`config.mk`:
```
export PLATFORM = sky130hd
export DESIGN_NAME = modbus_tcp_register_server
export DESIGN_NICKNAME = d
export VERILOG_FILES = /design/src/design/mbrs_pkg.sv /design/src/design/modbus_tcp_register_server.sv
export SDC_FILE = /design/constraint.sdc
export NUM_CORES = 1
export LEC_CHECK = 0
export BUFFER_PORTS_ARGS = -buffer_cell sky130_fd_sc_hd__buf_2
export CORE_UTILIZATION = 45
export DETAILED_ROUTE_END_ITERATION = 12
export HOLD_SLACK_MARGIN = 0.06
export PLACE_DENSITY = 0.64
export SYNTH_ARGS = -nofsm -noshare
export SYNTH_HDL_FRONTEND = slang
export SYNTH_SLANG_ARGS = --single-unit
```
`constraint.sdc`:
```
create_clock -name clk -period 3.59 [get_ports clk]
set_clock_uncertainty 0.15 [all_clocks]
set_input_delay 0.718 -clock clk [delete_from_list [all_inputs] [get_ports clk]]
set_output_delay 0.718 -clock clk [all_outputs]
set_load 0.01 [all_outputs]
```
`src/design/mbrs_pkg.sv`:
```
package mbrs_pkg;

  // Register file geometry and its power-up contents.
  localparam int RF_DEPTH       = 8;
  localparam int DISTANCE_INDEX = 2;
  localparam logic [15:0] DISTANCE_RESET = 16'd1000;
  localparam int RF_AW = (RF_DEPTH > 1) ? $clog2(RF_DEPTH) : 1;

  // Frame capture window and protocol limits.
  localparam int FRAME_DEPTH = 12;
  localparam int HDR_LEN     = 6;
  localparam int MIN_LEN     = 2;
  localparam int MAX_LEN     = 253;
  localparam int MAX_READ    = 125;
  localparam int MIN_PDU_LEN = 6;

  // Response sizes: header plus function and code, and the write echo.
  localparam int RESP_BASE  = 9;
  localparam int RESP_WRITE = 12;
  localparam int RESP_MAX   = RESP_BASE + 2 * RF_DEPTH + 4;
  localparam int RESP_W     = $clog2(RESP_MAX + 1);

  // Command codes of an input transaction.
  localparam logic CMD_NET   = 1'b0;
  localparam logic CMD_LOCAL = 1'b1;

  // Function and exception codes.
  localparam logic [7:0] FC_READ     = 8'h03;
  localparam logic [7:0] FC_WRITE    = 8'h06;
  localparam logic [7:0] EXC_FLAG    = 8'h80;
  localparam logic [7:0] EXC_READ    = 8'h83;
  localparam logic [7:0] EXC_WRITE   = 8'h86;
  localparam logic [7:0] EXC_FUNC    = 8'h01;
  localparam logic [7:0] EXC_ADDRESS = 8'h02;
  localparam logic [7:0] EXC_VALUE   = 8'h03;

  typedef struct packed {
    logic        cmd;
    logic [7:0]  rx_byte;
    logic [2:0]  local_addr;
    logic [15:0] local_value;
  } req_t;

  typedef struct packed {
    logic [7:0] tx_byte;
    logic       last;
  } rsp_t;

  // Value an entry holds before anything has written it.
  function automatic logic [15:0] rf_reset_value(input logic [RF_AW-1:0] addr);
    logic [15:0] v;
    v = 16'd0;
    if (32'(addr) == DISTANCE_INDEX) begin
      v = DISTANCE_RESET;
    end
    return v;
  endfunction

endpackage

```
`src/design/modbus_tcp_register_server.sv`:
```
// Channel   Direction  Handshake              Payload
// req       in         req_valid / req_stall  mbrs_pkg::req_t (cmd, rx_byte, local_addr, ...)
// rsp       out        rsp_valid / rsp_stall  mbrs_pkg::rsp_t (tx_byte, last)
//
// A local write is done while idle. A received byte is stored in idle, then passes the header
// check; when it completes a frame, decode follows, after which the response is sent at one
// byte per cycle while rsp_stall allows, with a wait state between consecutive registers of a
// read, set by the register file's registered read port: 9 bytes for an exception, 12 for a
// write, 9 + 2*count for a read. A short frame of a known function ends at decode.
// Synchronous reset clears the byte count, the sequencer, the output register and the
// register file's written flags, so every register reads its power-up value at once.
// req_stall is high in every cycle outside idle: header check, decode and the response;
// rsp_stall holds the output register and the sequencer waits behind it.
module modbus_tcp_register_server (
  input  logic           clk,
  input  logic           rst,
  input  logic           req_valid,
  output logic           req_stall,
  input  mbrs_pkg::req_t req_data,
  output logic           rsp_valid,
  input  logic           rsp_stall,
  output mbrs_pkg::rsp_t rsp_data
);
  import mbrs_pkg::*;

  localparam logic [2:0] S_IDLE   = 3'd0;
  localparam logic [2:0] S_CHECK  = 3'd1;
  localparam logic [2:0] S_DECODE = 3'd2;
  localparam logic [2:0] S_EMIT   = 3'd3;
  localparam logic [2:0] S_WAIT   = 3'd4;

  logic [2:0] state;

  // Frame capture registers and receive count.
  logic [7:0] frame [FRAME_DEPTH];
  logic [8:0] byte_count;

  // Register file memory, its written flags and registered read port.
  logic [15:0]      rf_mem [RF_DEPTH];
  logic             rf_written [RF_DEPTH];
  logic [15:0]      rf_q;
  logic             rf_written_q;
  logic [RF_AW-1:0] rf_addr_q;
  logic [RF_AW-1:0] rd_addr;
  logic [15:0]      rd_word;

  // Response descriptor latched at decode.
  logic [7:0]        resp_fc;
  logic [7:0]        resp_code;
  logic [RESP_W-1:0] resp_n;
  logic              rd_mode;
  logic [RESP_W-1:0] emit_idx;

  logic        req_fire;
  logic [15:0] hdr_len;
  logic        hdr_ok;
  logic        frame_done;
  logic [7:0]  fc;
  logic [15:0] addr_a;
  logic [15:0] val_b;
  logic [16:0] sum_ab;
  logic        short_frame;

  logic [7:0]        dec_fc;
  logic [7:0]        dec_code;
  logic [RESP_W-1:0] dec_n;
  logic              dec_read;
  logic              dec_write;

  logic              push;
  logic              emit_last;
  logic [7:0]        emit_byte;
  logic [15:0]       pdu_len;

  logic              wr_en;
  logic [RF_AW-1:0]  wr_addr;
  logic [15:0]       wr_data;

  assign req_stall = (state != S_IDLE);
  assign req_fire  = req_valid && !req_stall;

  // Header window checks on the captured bytes.
  assign hdr_len    = {frame[4], frame[5]};
  assign hdr_ok     = (frame[2] == 8'h00) && (frame[3] == 8'h00) &&
                      (hdr_len >= 16'(MIN_LEN)) && (hdr_len <= 16'(MAX_LEN));
  assign frame_done = (byte_count >= 9'(HDR_LEN)) &&
                      ({8'h00, byte_count} >= (17'(HDR_LEN) + {1'b0, hdr_len}));

  assign fc          = frame[7];
  assign addr_a      = {frame[8], frame[9]};
  assign val_b       = {frame[10], frame[11]};
  assign sum_ab      = {1'b0, addr_a} + {1'b0, val_b};
  assign short_frame = ((fc == FC_READ) || (fc == FC_WRITE)) &&
                       (hdr_len < 16'(MIN_PDU_LEN));

  // Request decode: pick the response kind and its length.
  always_comb begin
    dec_fc    = fc | EXC_FLAG;
    dec_code  = EXC_FUNC;
    dec_n     = RESP_W'(RESP_BASE);
    dec_read  = 1'b0;
    dec_write = 1'b0;
    if (fc == FC_READ) begin
      if ((val_b == 16'd0) || (val_b > 16'(MAX_READ))) begin
        dec_fc   = EXC_READ;
        dec_code = EXC_VALUE;
      end else if (sum_ab > 17'(RF_DEPTH)) begin
        dec_fc   = EXC_READ;
        dec_code = EXC_ADDRESS;
      end else begin
        dec_fc   = FC_READ;
        dec_code = {val_b[6:0], 1'b0};
        dec_n    = RESP_W'(RESP_BASE) + (RESP_W'(val_b) << 1);
        dec_read = 1'b1;
      end
    end else if (fc == FC_WRITE) begin
      if (addr_a >= 16'(RF_DEPTH)) begin
        dec_fc   = EXC_WRITE;
        dec_code = EXC_ADDRESS;
      end else begin
        dec_fc    = FC_WRITE;
        dec_code  = frame[8];
        dec_n     = RESP_W'(RESP_WRITE);
        dec_write = 1'b1;
      end
    end
  end

  // Single write port: local writes while idle, function 6 writes at decode.
  always_comb begin
    wr_en   = 1'b0;
    wr_addr = RF_AW'(req_data.local_addr);
    wr_data = req_data.local_value;
    if (req_fire && (req_data.cmd == CMD_LOCAL) &&
        (32'(req_data.local_addr) < RF_DEPTH)) begin
      wr_en = 1'b1;
    end else if ((state == S_DECODE) && !short_frame && dec_write) begin
      wr_en   = 1'b1;
      wr_addr = RF_AW'(addr_a);
      wr_data = val_b;
    end
  end

  // Register file memory with a registered read port.
  always_ff @(posedge clk) begin
    if (wr_en) begin
      rf_mem[wr_addr] <= wr_data;
    end
    rf_q      <= rf_mem[rd_addr];
    rf_addr_q <= rd_addr;
  end

  // Written flags: an unwritten entry reads as its power-up value.
  always_ff @(posedge clk) begin
    if (rst) begin
      for (int i = 0; i < RF_DEPTH; i++) begin
        rf_written[i] <= 1'b0;
      end
      rf_written_q <= 1'b0;
    end else begin
      if (wr_en) begin
        rf_written[wr_addr] <= 1'b1;
      end
      rf_written_q <= rf_written[rd_addr];
    end
  end

  assign rd_word = rf_written_q ? rf_q : rf_reset_value(rf_addr_q);

  // Response byte selection.
  assign pdu_len   = 16'(resp_n) - 16'(HDR_LEN);
  assign emit_last = (emit_idx == (resp_n - RESP_W'(1)));

  always_comb begin
    if (emit_idx < RESP_W'(4)) begin
      emit_byte = frame[{2'b00, emit_idx[1:0]}];
    end else if (emit_idx == RESP_W'(4)) begin
      emit_byte = pdu_len[15:8];
    end else if (emit_idx == RESP_W'(5)) begin
      emit_byte = pdu_len[7:0];
    end else if (emit_idx == RESP_W'(6)) begin
      emit_byte = frame[6];
    end else if (emit_idx == RESP_W'(7)) begin
      emit_byte = resp_fc;
    end else if (emit_idx == RESP_W'(8)) begin
      emit_byte = resp_code;
    end else if (rd_mode) begin
      emit_byte = emit_idx[0] ? rd_word[15:8] : rd_word[7:0];
    end else begin
      emit_byte = frame[emit_idx[3:0]];
    end
  end

  assign push = (state == S_EMIT) && (!rsp_valid || !rsp_stall);

  // Frame capture registers: store, and shift by one on a bad header.
  always_ff @(posedge clk) begin
    if (req_fire && (req_data.cmd == CMD_NET) && (byte_count < 9'(FRAME_DEPTH))) begin
      frame[byte_count[3:0]] <= req_data.rx_byte;
    end else if ((state == S_CHECK) && (byte_count == 9'(HDR_LEN)) && !hdr_ok) begin
      for (int i = 0; i < HDR_LEN - 1; i++) begin
        frame[i] <= frame[i + 1];
      end
    end
  end

  // Response descriptor and read address.
  always_ff @(posedge clk) begin
    if (state == S_DECODE) begin
      resp_fc   <= dec_fc;
      resp_code <= dec_code;
      resp_n    <= dec_n;
      rd_addr   <= RF_AW'(addr_a);
    end else if (push && rd_mode && (emit_idx >= RESP_W'(10)) && !emit_idx[0]) begin
      rd_addr <= rd_addr + RF_AW'(1);
    end
  end

  // Sequencer.
  always_ff @(posedge clk) begin
    if (rst) begin
      state      <= S_IDLE;
      byte_count <= 9'd0;
      rd_mode    <= 1'b0;
      emit_idx   <= '0;
    end else begin
      case (state)
        S_IDLE: begin
          if (req_fire && (req_data.cmd == CMD_NET)) begin
            byte_count <= byte_count + 9'd1;
            state      <= S_CHECK;
          end
        end
        S_CHECK: begin
          if ((byte_count == 9'(HDR_LEN)) && !hdr_ok) begin
            byte_count <= 9'(HDR_LEN - 1);
            state      <= S_IDLE;
          end else if (frame_done) begin
            byte_count <= 9'd0;
            state      <= S_DECODE;
          end else begin
            state <= S_IDLE;
          end
        end
        S_DECODE: begin
          emit_idx <= '0;
          rd_mode  <= dec_read;
          state    <= short_frame ? S_IDLE : S_EMIT;
        end
        S_EMIT: begin
          if (push) begin
            emit_idx <= emit_idx + RESP_W'(1);
            if (emit_last) begin
              state <= S_IDLE;
            end else if (rd_mode && (emit_idx >= RESP_W'(10)) && !emit_idx[0]) begin
              state <= S_WAIT;
            end
          end
        end
        S_WAIT: begin
          state <= S_EMIT;
        end
        default: begin
          state <= S_IDLE;
        end
      endcase
    end
  end

  // Output register.
  always_ff @(posedge clk) begin
    if (rst) begin
      rsp_valid <= 1'b0;
    end else if (push) begin
      rsp_valid <= 1'b1;
    end else if (!rsp_stall) begin
      rsp_valid <= 1'b0;
    end
  end

  always_ff @(posedge clk) begin
    if (push) begin
      rsp_data.tx_byte <= emit_byte;
      rsp_data.last    <= emit_last;
    end
  end

  // The receive count never runs past the longest legal frame.
  a_count_bound: assert property (@(posedge clk) disable iff (rst)
    byte_count <= 9'(HDR_LEN + MAX_LEN))
    else $error("byte count beyond longest frame");

  // The emit index stays inside the response.
  a_emit_bound: assert property (@(posedge clk) disable iff (rst)
    (state == S_EMIT) |-> (emit_idx < resp_n))
    else $error("emit index past response length");

  // Register writes come only from a local write or a decoded function 6.
  a_write_src: assert property (@(posedge clk) disable iff (rst)
    wr_en |-> ((state == S_IDLE) || (state == S_DECODE)))
    else $error("register write outside idle or decode");

  // Sending the final byte returns the sequencer to idle.
  a_last_idle: assert property (@(posedge clk) disable iff (rst)
    (push && emit_last) |=> (state == S_IDLE))
    else $error("sequencer busy after final byte");

  // A read-ahead wait returns to emit in the cycle after it.
  a_wait_once: assert property (@(posedge clk) disable iff (rst)
    (state == S_WAIT) |=> (state == S_EMIT))
    else $error("read wait did not return to emit");

endmodule

```
After elaboration in Yosys (flattened, before gate mapping)
Memories as Yosys holds them, arrays and structs flattened. A register that Yosys moved wholly into a read port is not among the register bits.
Index checks and enable logic that the tools add are counted.
{ "classes": {"addsub": 8, "n_lt_le_gt_ge": 11, "eq_ne": 19, "muxes": 76, "bitwise": 1, "reduce_logical": 42} }
{ "op_table": {"columns": ["op", "count"], "rows": [
  ["8-bit two-way mux", 19],
  ["16-bit two-way mux", 3],
  ["3-bit two-way mux", 11],
  ["9-bit two-way mux", 3],
  ["1-bit two-way mux", 24],
  ["5-bit by 3-bit equality test with 1-bit output (second input constant)", 4],
  ["1-bit logical AND", 20],
  ["4-bit two-way mux", 5],
  ["5-bit two-way mux", 4],
  ["9-bit case mux with 2 select lines", 1],
  ["16-bit by 16-bit adder with 17-bit output", 1],
  ["3-bit by 16-bit adder with 17-bit output (first input constant)", 1],
  ["9-bit by 17-bit greater-or-equal comparator with 1-bit output", 1],
  ["17-bit by 4-bit greater-than comparator with 1-bit output (second input constant)", 1],
  ["16-bit by 2-bit greater-or-equal comparator with 1-bit output (second input constant)", 1],
  ["16-bit by 4-bit greater-or-equal comparator with 1-bit output (second input constant)", 1],
  ["16-bit by 7-bit greater-than comparator with 1-bit output (second input constant)", 1],
  ["16-bit by 8-bit <= comparator with 1-bit output (second input constant)", 1],
  ["16-bit zero test", 1],
  ["8-bit zero test", 2],
  ["16-bit by 3-bit less-than comparator with 1-bit output (second input constant)", 1],
  ["3-bit case mux with 5 select lines", 1],
  ["10-bit two-way mux", 1],
  ["5-bit case mux with 2 select lines", 1],
  ["32 further kinds", 48]
]} }
{ "totals": {"register_bits": 55, "ramBits": 232, "inputBits": 32, "wordCells": 172, "n_memories": 3} }
{ "memory_table": {"columns": ["name", "words", "word_bits", "read_ports", "rd_ports_with_merged_regs", "wr", "line_no", "text"], "rows": [
  ["rf_mem", 8, 16, 1, 1, 1, "modbus_tcp_register_server.sv:39", "logic [15:0] rf_mem [RF_DEPTH];"],
  ["frame", 12, 8, 13, 2, 5, "modbus_tcp_register_server.sv:35", "logic [7:0] frame [FRAME_DEPTH];"],
  ["rf_written", 8, 1, 1, 1, 8, "modbus_tcp_register_server.sv:40", "logic rf_written [RF_DEPTH];"]
]} }

Longest topological paths before layout
Gate-level depths: netlist of run 1.
An unclocked memory read counts as a cell.
{ "depth": {"depth_word": 14, "mapped_depth": 13} }

Worst setup path after synthesis of run 1
OpenSTA, ideal clock, no wires.
{ "synth_path": {"kind": "reg-to-reg", "start": "memory frame[7][5]", "end": "memory rf_mem[4][0] (enable)", "setup_ps": 388, "arrival_ps": 2899, "required_time_ps": 3052, "setup_slack_ps": 152, "stages_incl_launch_ff": 9, "n_path_buf": 2, "period_less_slack_ps": 3438, "path_cell_list": "edfxtp_1 -> nor4_1 -> nand3b_1 -> or3_1 -> a311o_1 -> clkbuf_1 -> clkbuf_1 -> o22a_1 -> nor2_1"} }
{ "synth_lines": {"columns": ["element", "line_no"], "rows": [
  ["from (decl)", "modbus_tcp_register_server.sv:35"],
  ["to (decl)", "modbus_tcp_register_server.sv:39"]
]} }

==> metrics.csv, run 1 <==
stage;metric;value;unit
cells_and_area;fill cell count;2893;
cells_and_area;most frequent cells in the layout;edfxtp_1, nor2_1, mux4_2, nand2_1, a21oi_1;
setup_path;worst path bufs/invs;1;
grt;number of global-route vias before repair;9939;
synth;Syn Area/Cell;14.01;um2
synth;simple logic cell fraction of the synthesized area;9.507;%
placement;DP HPWL;28750;um
sta;crit share post-route;94.24;%
grt;GR Overflow Total;0;
clocking;clk root buf;clkbuf_16;
grt;total track usage;22.31;%
sta;# setup viols final;0;
sta;Max Clk Rate;295.6;MHz
drt;Routed Antenna Nets;0;
synth;Compound-Gate Fraction of Synth Area;10.15;%
grt;global routing usage on met3;3.433;%
floorplanning;Die Ht;191.0;um
power;NetSw;1.728;mW
sta;Slew @ Worst Pin;1.071;ns
grt;GR peak layer;met2;
sta;Max-slew headroom;28.61;%
setup_path;Worst Setup EP;rf_mem[5][10];
cells_and_area;most common cell after layout, fill and taps aside;edfxtp_1;
sta;RSZ-0062 raised after global routing;false;
setup_path;CP max FO;17;
synth;netlist area before placement;16070;um2
synth;Yosys reg bits;340;
setup_path;Critical Path Stages;8;
power;LEAKAGE;6.548;nW
setup_path;Worst Setup Path Type;register to register;
sta;Slew Limit Fails;0;
setup_path;Worst path slowest cell;a311o_1;
clocking;# H-tree levels;2;
synth;Adder-Cell Fraction of Synth Area;3.317;%
sta;Final min period;3.383;ns
floorplanning;core area;34800;um2
power;Gate power share;3.0;%
power;Int Pwr;6.761;mW
setup_path;reg-to-reg slack, setup;0.21;ns
synth;main flop type after synthesis;edfxtp_1;
setup_path;CP cell instances;nor4_1 -> nand4_1 -> or3_1 -> a311o_1 -> nor3b_1 -> a31oi_1 -> nor2_1 -> buf_4;
floorplanning;IO Pins;43;
placement;dpl cells;1668;
sta;setup_tns;0;ns
clocking;clk slew on worst S/H paths;0.06;ns
floorplanning;DIE AREA;36470;um2
setup_path;crit path capture type;register;
grt;largest net degree at the start of global routing;41;
clocking;Post-CTS Setup Repair Bufs;0;
power;PD cells;459.7;nW/um2
drt;DRT iter0 DRCs;861;
floorplanning;row cnt;68;
drt;DRC Markers;0;
setup_path;family with the most delay on the worst path;simple AND/OR/NAND/NOR gates;
floorplanning;Initial Utilization;46.18;%
clocking;CTS tree;built;
clocking;Clk Latency, worst-skew pair;0.53;ns
power;Clk pwr share;45.5;%
power;Seq pwr share;51.5;%
synth;largest family of logic cells by synthesized area;multiplexers;
setup_path;worst reg2reg path depth;8;
cells_and_area;fraction of layout cells with a size suffix above 1;20.81;%
grt;first-pass GRT wire length;59910;um
cells_and_area;# diodes;0;
synth;mux contribution to synthesized area;12.89;%
synth;Async S/R FF share, synth;0;%
drt;via count;10258;
synth;Yosys Warn Count;0;
cells_and_area;Layout area overhead;14.92;%
floorplanning;Die W;191.0;um
placement;gpl congestion;0.8815;
drt;Vias/cell;5.902;
synth;register area share after synthesis;60.36;%
grt;initial antenna violation count;1;
clocking;Sink Count;340;
synth;Mapped Cells;1147;
status;status;finished, final reports clean;
synth;Post-Synth XOR/XNOR Area;1.472;%
cells_and_area;Final nets;1327;
setup_path;critical path required time;3.65;ns
setup_path;worst r2r src;frame[8][0];
sta;Final Hold Vio Count;0;
clocking;CTS Buf Count;38;
synth;number of synthesized flops with an enable pin;289;
placement;Port Buffers;42;
flow_run;MaxCap Viol Count;0;
setup_path;FF-to-FF End;rf_mem[5][10];
power;Max VDD drop;0.4196;mV
power;sw frac;20.35;%
setup_path;CP arrival;3.44;ns
drt;drt wl/cell;23.12;um
cells_and_area;post-route insts no fill;1738;
cells_and_area;post-layout util;53.07;%
setup_path;CP Launch Point;frame[8][0];
clocking;hold_buf cts;0;
drt;drt total wl;40180;um
grt;met1 Use GR;30.26;%
drt;DRT Pass-1 Iters;6;
clocking;Longest Clk Path Bufs;3;
grt;met2 usage;35.88;%
min_path;hold crit path type;input pin to register;
setup_path;startpoint types;register;
setup_path;Worst path max stage delay;0.57;ns
synth;post-synth cell types;83;
## stage by stage
stage / total power [mW] / setup slack [ns] / area [um2] / hold slack, ns
after floorplan: 4.585 / 0.1524 / 16190 / 0.1962
after global placement: 4.705 / 0.2223 / 17190 / 0.2945
after detailed placement: 4.712 / 0.2193 / 17190 / 0.3076
after CTS: 8.578 / 0.2163 / 18460 / 0.3012
after global routing: 8.740 / 0.06434 / 18470 / 0.3303
final: 8.489 / 0.2068 / 18470 / 0.3061
## cell families (layout without fill, tap and decap cells)
kind of cell | Yosys count | in the layout
muxes | 117 | 117
DFF | 340 | 340
adders and majority gates | 42 | 42
buffers and inverters | 87 | 192
xor gates and xnor gates | 27 | 27
other | 1 | 32
and+or+nand+nor | 288 | 288
AOI/OAI and AO/OA | 245 | 245
## sequential cells by signal (all words and copies together) (netlist names), 8 cells and up, named ones only
register / cells
frame: 128
rf_mem: 128
rf_q: 16
byte_count: 9
rsp_data: 9
resp_code: 8
resp_fc: 8
rf_written: 8
## metal layers
layer | vias to the layer above | part of all wire, %
met3 | 90 | 5.8
met5 | - | 0
met1 | 5099 | 43
li1 | 4695 | -
met2 | 374 | 47
met4 | 0 | 3.6
## synth_stat cells, drive strengths merged (9+ instances only)
| library cell | instances | area share [%] |
|---|---|---|
| buf | 27 | 0.88 |
| dfxtp | 51 | 6.4 |
| inv | 28 | 0.65 |
| mux2i | 16 | 1.0 |
| nand3 | 18 | 0.56 |
| edfxtp | 289 | 54 |
| xnor2 | 16 | 0.87 |
| a21o | 47 | 2.2 |
| nand4 | 16 | 0.85 |
| nand2 | 59 | 1.4 |
| a21oi | 53 | 1.7 |
| nor4 | 17 | 0.70 |
| nor3 | 24 | 0.78 |
| a211oi | 21 | 0.98 |
| nor2 | 72 | 1.7 |
| mux2 | 33 | 2.3 |
| ha | 41 | 3.2 |
| clkbuf | 31 | 0.73 |
| xor2 | 11 | 0.60 |
| mux4 | 68 | 9.6 |
| nor2b | 19 | 0.74 |
| and2 | 15 | 0.60 |
| or3 | 9 | 0.35 |
| o21ai | 51 | 1.6 |
## worst reg2reg max path, cell delays in order, from the launching register on
cell,delay [ns]
edfxtp_1,0.47
nor4_1,0.33
nand4_1,0.22
or3_1,0.42
a311o_1,0.57
nor3b_1,0.36
a31oi_1,0.10
nor2_1,0.15
buf_4,0.30
## cell type report
| type | count | area (um2) | area share, % |
|---|---|---|---|
| timing repair buffer | 93 | 693.2 | 3.754 |
| sequential | 340 | 9701 | 52.53 |
| tap | 455 | 569.3 | 3.083 |
| clock inverter | 14 | 152.6 | 0.8266 |
| clock buffer | 56 | 1119 | 6.057 |
| multi-input combinational | 751 | 6123 | 33.16 |
| inverter | 29 | 108.9 | 0.5895 |
## power groups by stage
stage	clock network, mW	logic, mW	registers (mW)
2_1_floorplan	0	0.143	4.44
3_3_place_gp	0	0.253	4.45
3_5_place_dp	0	0.257	4.45
4_1_cts	3.95	0.258	4.37
5_1_grt	4.09	0.280	4.37
6_report	3.86	0.257	4.37
## how the worst min path moves through the flow
stage,from,to,depth (start not counted)
6_report,rsp_stall,rsp_valid,3
5_1_grt,rsp_stall,rsp_valid,3
4_1_cts,rsp_stall,rsp_valid,3
3_5_place_dp,rf_written[3],rf_written[3],2
3_3_place_gp,rf_written[0],rf_written[0],2
2_1_floorplan,rd_addr[2],rf_addr_q[2],0
## what timing repair did
| action | in CTS | in global routing |
|---|---|---|
| endpoints found under the hold margin | 0 | 0 |
| setup endpoints to repair | 0 | 1 |
| gates resized for setup | 0 | 1 |
Power figures use the tool's default switching activity.
==> run 2, diff against run 1 <==
==> constraint.sdc (replaced) <==
create_clock -name clk -period 3.1 [get_ports clk]
set_clock_uncertainty 0.15 [all_clocks]
set_input_delay 0.31 -clock clk [delete_from_list [all_inputs] [get_ports clk]]
set_output_delay 0.31 -clock clk [all_outputs]
set_load 0.01 [all_outputs]
==> run 2 against run 1 <==
Final area up 5.0%. Sequential power up 16%. Total power up 12%. Highest routed layer unchanged. Core utilization up 2.6 points. Via count up 3.7%. Critical endpoint is now resp_code[5]. Die area unchanged. Flip-flop and latch count unchanged. Largest cell class unchanged.
==> metrics.csv, run 2 (synthesis gave the netlist of run 1 again) <==
stage;metric;value;unit
grt;GR Overflow Total;0;
drt;DRT iter0 DRCs;999;
setup_path;CP cell instances;ha_2 -> fa_2 -> nor2_1 -> a22o_1 -> a221o_1 -> o211ai_1 -> nor4_4 -> o211a_4 -> and4_4 -> and2_4;
setup_path;Worst Setup Path Type;register to register;
drt;DRT Pass-1 Iters;7;
placement;gpl congestion;0.8964;
cells_and_area;post-layout util;55.70;%
power;Seq pwr share;53.1;%
sta;Max-slew headroom;35.67;%
cells_and_area;most common cell after layout, fill and taps aside;edfxtp_1;
setup_path;reg-to-reg slack, setup;0.03;ns
setup_path;critical path required time;3.26;ns
floorplanning;IO Pins;43;
sta;Max Clk Rate;325.8;MHz
floorplanning;Die Ht;191.0;um
setup_path;startpoint types;register;
clocking;clk root buf;clkbuf_16;
power;PD cells;491.5;nW/um2
status;status;finished, final reports clean;
grt;number of global-route vias before repair;10501;
floorplanning;DIE AREA;36470;um2
setup_path;crit path capture type;register;
floorplanning;Die W;191.0;um
drt;DRC Markers;0;
drt;via count;10634;
sta;# setup viols final;0;
sta;Final Hold Vio Count;0;
clocking;CTS tree;built;
sta;setup_tns;0;ns
sta;hold slack;0.08042;ns
clocking;Clk Latency, worst-skew pair;0.55;ns
cells_and_area;Layout area overhead;20.61;%
min_path;hold crit path type;input pin to register;
cells_and_area;fraction of layout cells with a size suffix above 1;26.93;%
floorplanning;row cnt;68;
placement;Port Buffers;42;
drt;Vias/cell;5.827;
power;sw frac;21.26;%
flow_run;MaxCap Viol Count;0;
grt;total track usage;23.52;%
drt;Routed Antenna Nets;0;
cells_and_area;# diodes;0;
cells_and_area;most frequent cells in the layout;edfxtp_1, buf_4, mux4_2, nor2_1, nand2_1;
cells_and_area;fill cell count;2810;
power;Clk pwr share;43.4;%
power;Max VDD drop;0.4765;mV
grt;initial antenna violation count;0;
cells_and_area;biggest regs;frame x128, rf_mem x128, rf_q x16;
power;Int Pwr;7.500;mW
power;Gate power share;3.5;%
floorplanning;Initial Utilization;46.18;%
sta;RSZ-0062 raised after global routing;true;
setup_path;Worst path slowest cell;fa_2;
cells_and_area;Final nets;1416;
sta;Slew @ Worst Pin;0.9590;ns
setup_path;Worst path max stage delay;0.54;ns
grt;largest net degree at the start of global routing;37;
sta;crit share post-route;99.01;%
clocking;Longest Clk Path Bufs;3;
drt;drt total wl;42170;um
floorplanning;core area;34800;um2
clocking;clk slew on worst S/H paths;0.06;ns
setup_path;CP arrival;3.23;ns
grt;first-pass GRT wire length;63260;um
drt;drt wl/cell;23.11;um
cells_and_area;design area;19380;um2
power;LEAKAGE;6.958;nW
clocking;# H-tree levels;2;
power;NetSw;2.026;mW
setup_path;CP max FO;5;
placement;DP HPWL;29810;um
clocking;CTS Buf Count;37;
sta;Final min period;3.069;ns
clocking;Sink Count;340;
placement;placed inst area;17870;um2
sta;Slew Limit Fails;0;
run 2: changes by cell type in the layout (fill, tap and decap cells not counted), sizes merged:
cell | previous run | this run
bufinv | 2 | 1
clkinv | 10 | 13
inv | 31 | 29
buf | 93 | 170
clkinvlp | 0 | 2
clkbuf | 56 | 53
dlygate4sd3 | 0 | 11
run 2: final timing paths:
kind / to / cells past startpoint / startpoint
setup / recovery: resp_code[5] / 10 / frame[11][0]
hold / removal: rf_written[3] / 4 / req_data[17]
setup reg to reg: resp_code[5] / 10 / frame[11][0]
hold reg to reg: rf_written[1] / 2 / rf_written[1]
run 2: final cells by class:
type / count / area (um2) / share of cell area [%]
well taps: 455 / 569.3 / 2.937
clock inverters: 16 / 133.9 / 0.6908
flip-flops and latches: 340 / 9701 / 50.05
inverters: 29 / 108.9 / 0.5617
multi-input cells: 751 / 6312 / 32.57
clock buffers: 51 / 988.4 / 5.100
repair buffers: 183 / 1568 / 8.089
run 2: critical path, delay by kind of cell (launching register included):
family | cells | cell delay, ns
AOI/OAI and AO/OA | 4 | 1.06
adders and majority gates | 2 | 0.76
DFF | 1 | 0.40
and+or+nand+nor | 4 | 0.48
run 2: layer usage:
layer | vias up | wire length (um) | global-route usage, % | share of wire (%)
met4 | 0 | 973 | 6.985 | 2.3
met2 | 390 | 20000 | 37.65 | 47
met1 | 5306 | 18440 | 32.90 | 44
li1 | 4869 | - | - | -
met3 | 69 | 2752 | 3.910 | 6.5
met5 | - | 0 | 0 | 0
run 2: through the flow:
| step | total power, mW | instances | worst slack [ns] |
|---|---|---|---|
| global route | 9.783 | 1825 | -0.05866 |
| global placement | 5.465 | 1738 | -0.001866 |
| detailed placement | 5.473 | 1738 | -0.02361 |
| CTS | 9.595 | 1816 | 0.004099 |
| floorplan | 5.312 | 1178 | -0.1118 |
| finish | 9.526 | 1825 | 0.03065 |
run 2: what timing repair did:
item,in CTS,in global routing
setup buffers,0,7
setup endpoints to repair,4,178
pin swaps,2,22
resized for setup,4,36
hold buffers,11,0
cloned,0,2
endpoints found under the hold margin,97,0
run 2: power groups by stage:
stage / Sequential, mW / Clock [mW] / Combinational, mW
after floorplan: 5.14 / 0 / 0.168
after global placement: 5.15 / 0 / 0.313
after detailed placement: 5.16 / 0 / 0.318
after CTS: 5.06 / 4.21 / 0.330
after global routing: 5.06 / 4.36 / 0.363
final: 5.06 / 4.13 / 0.335
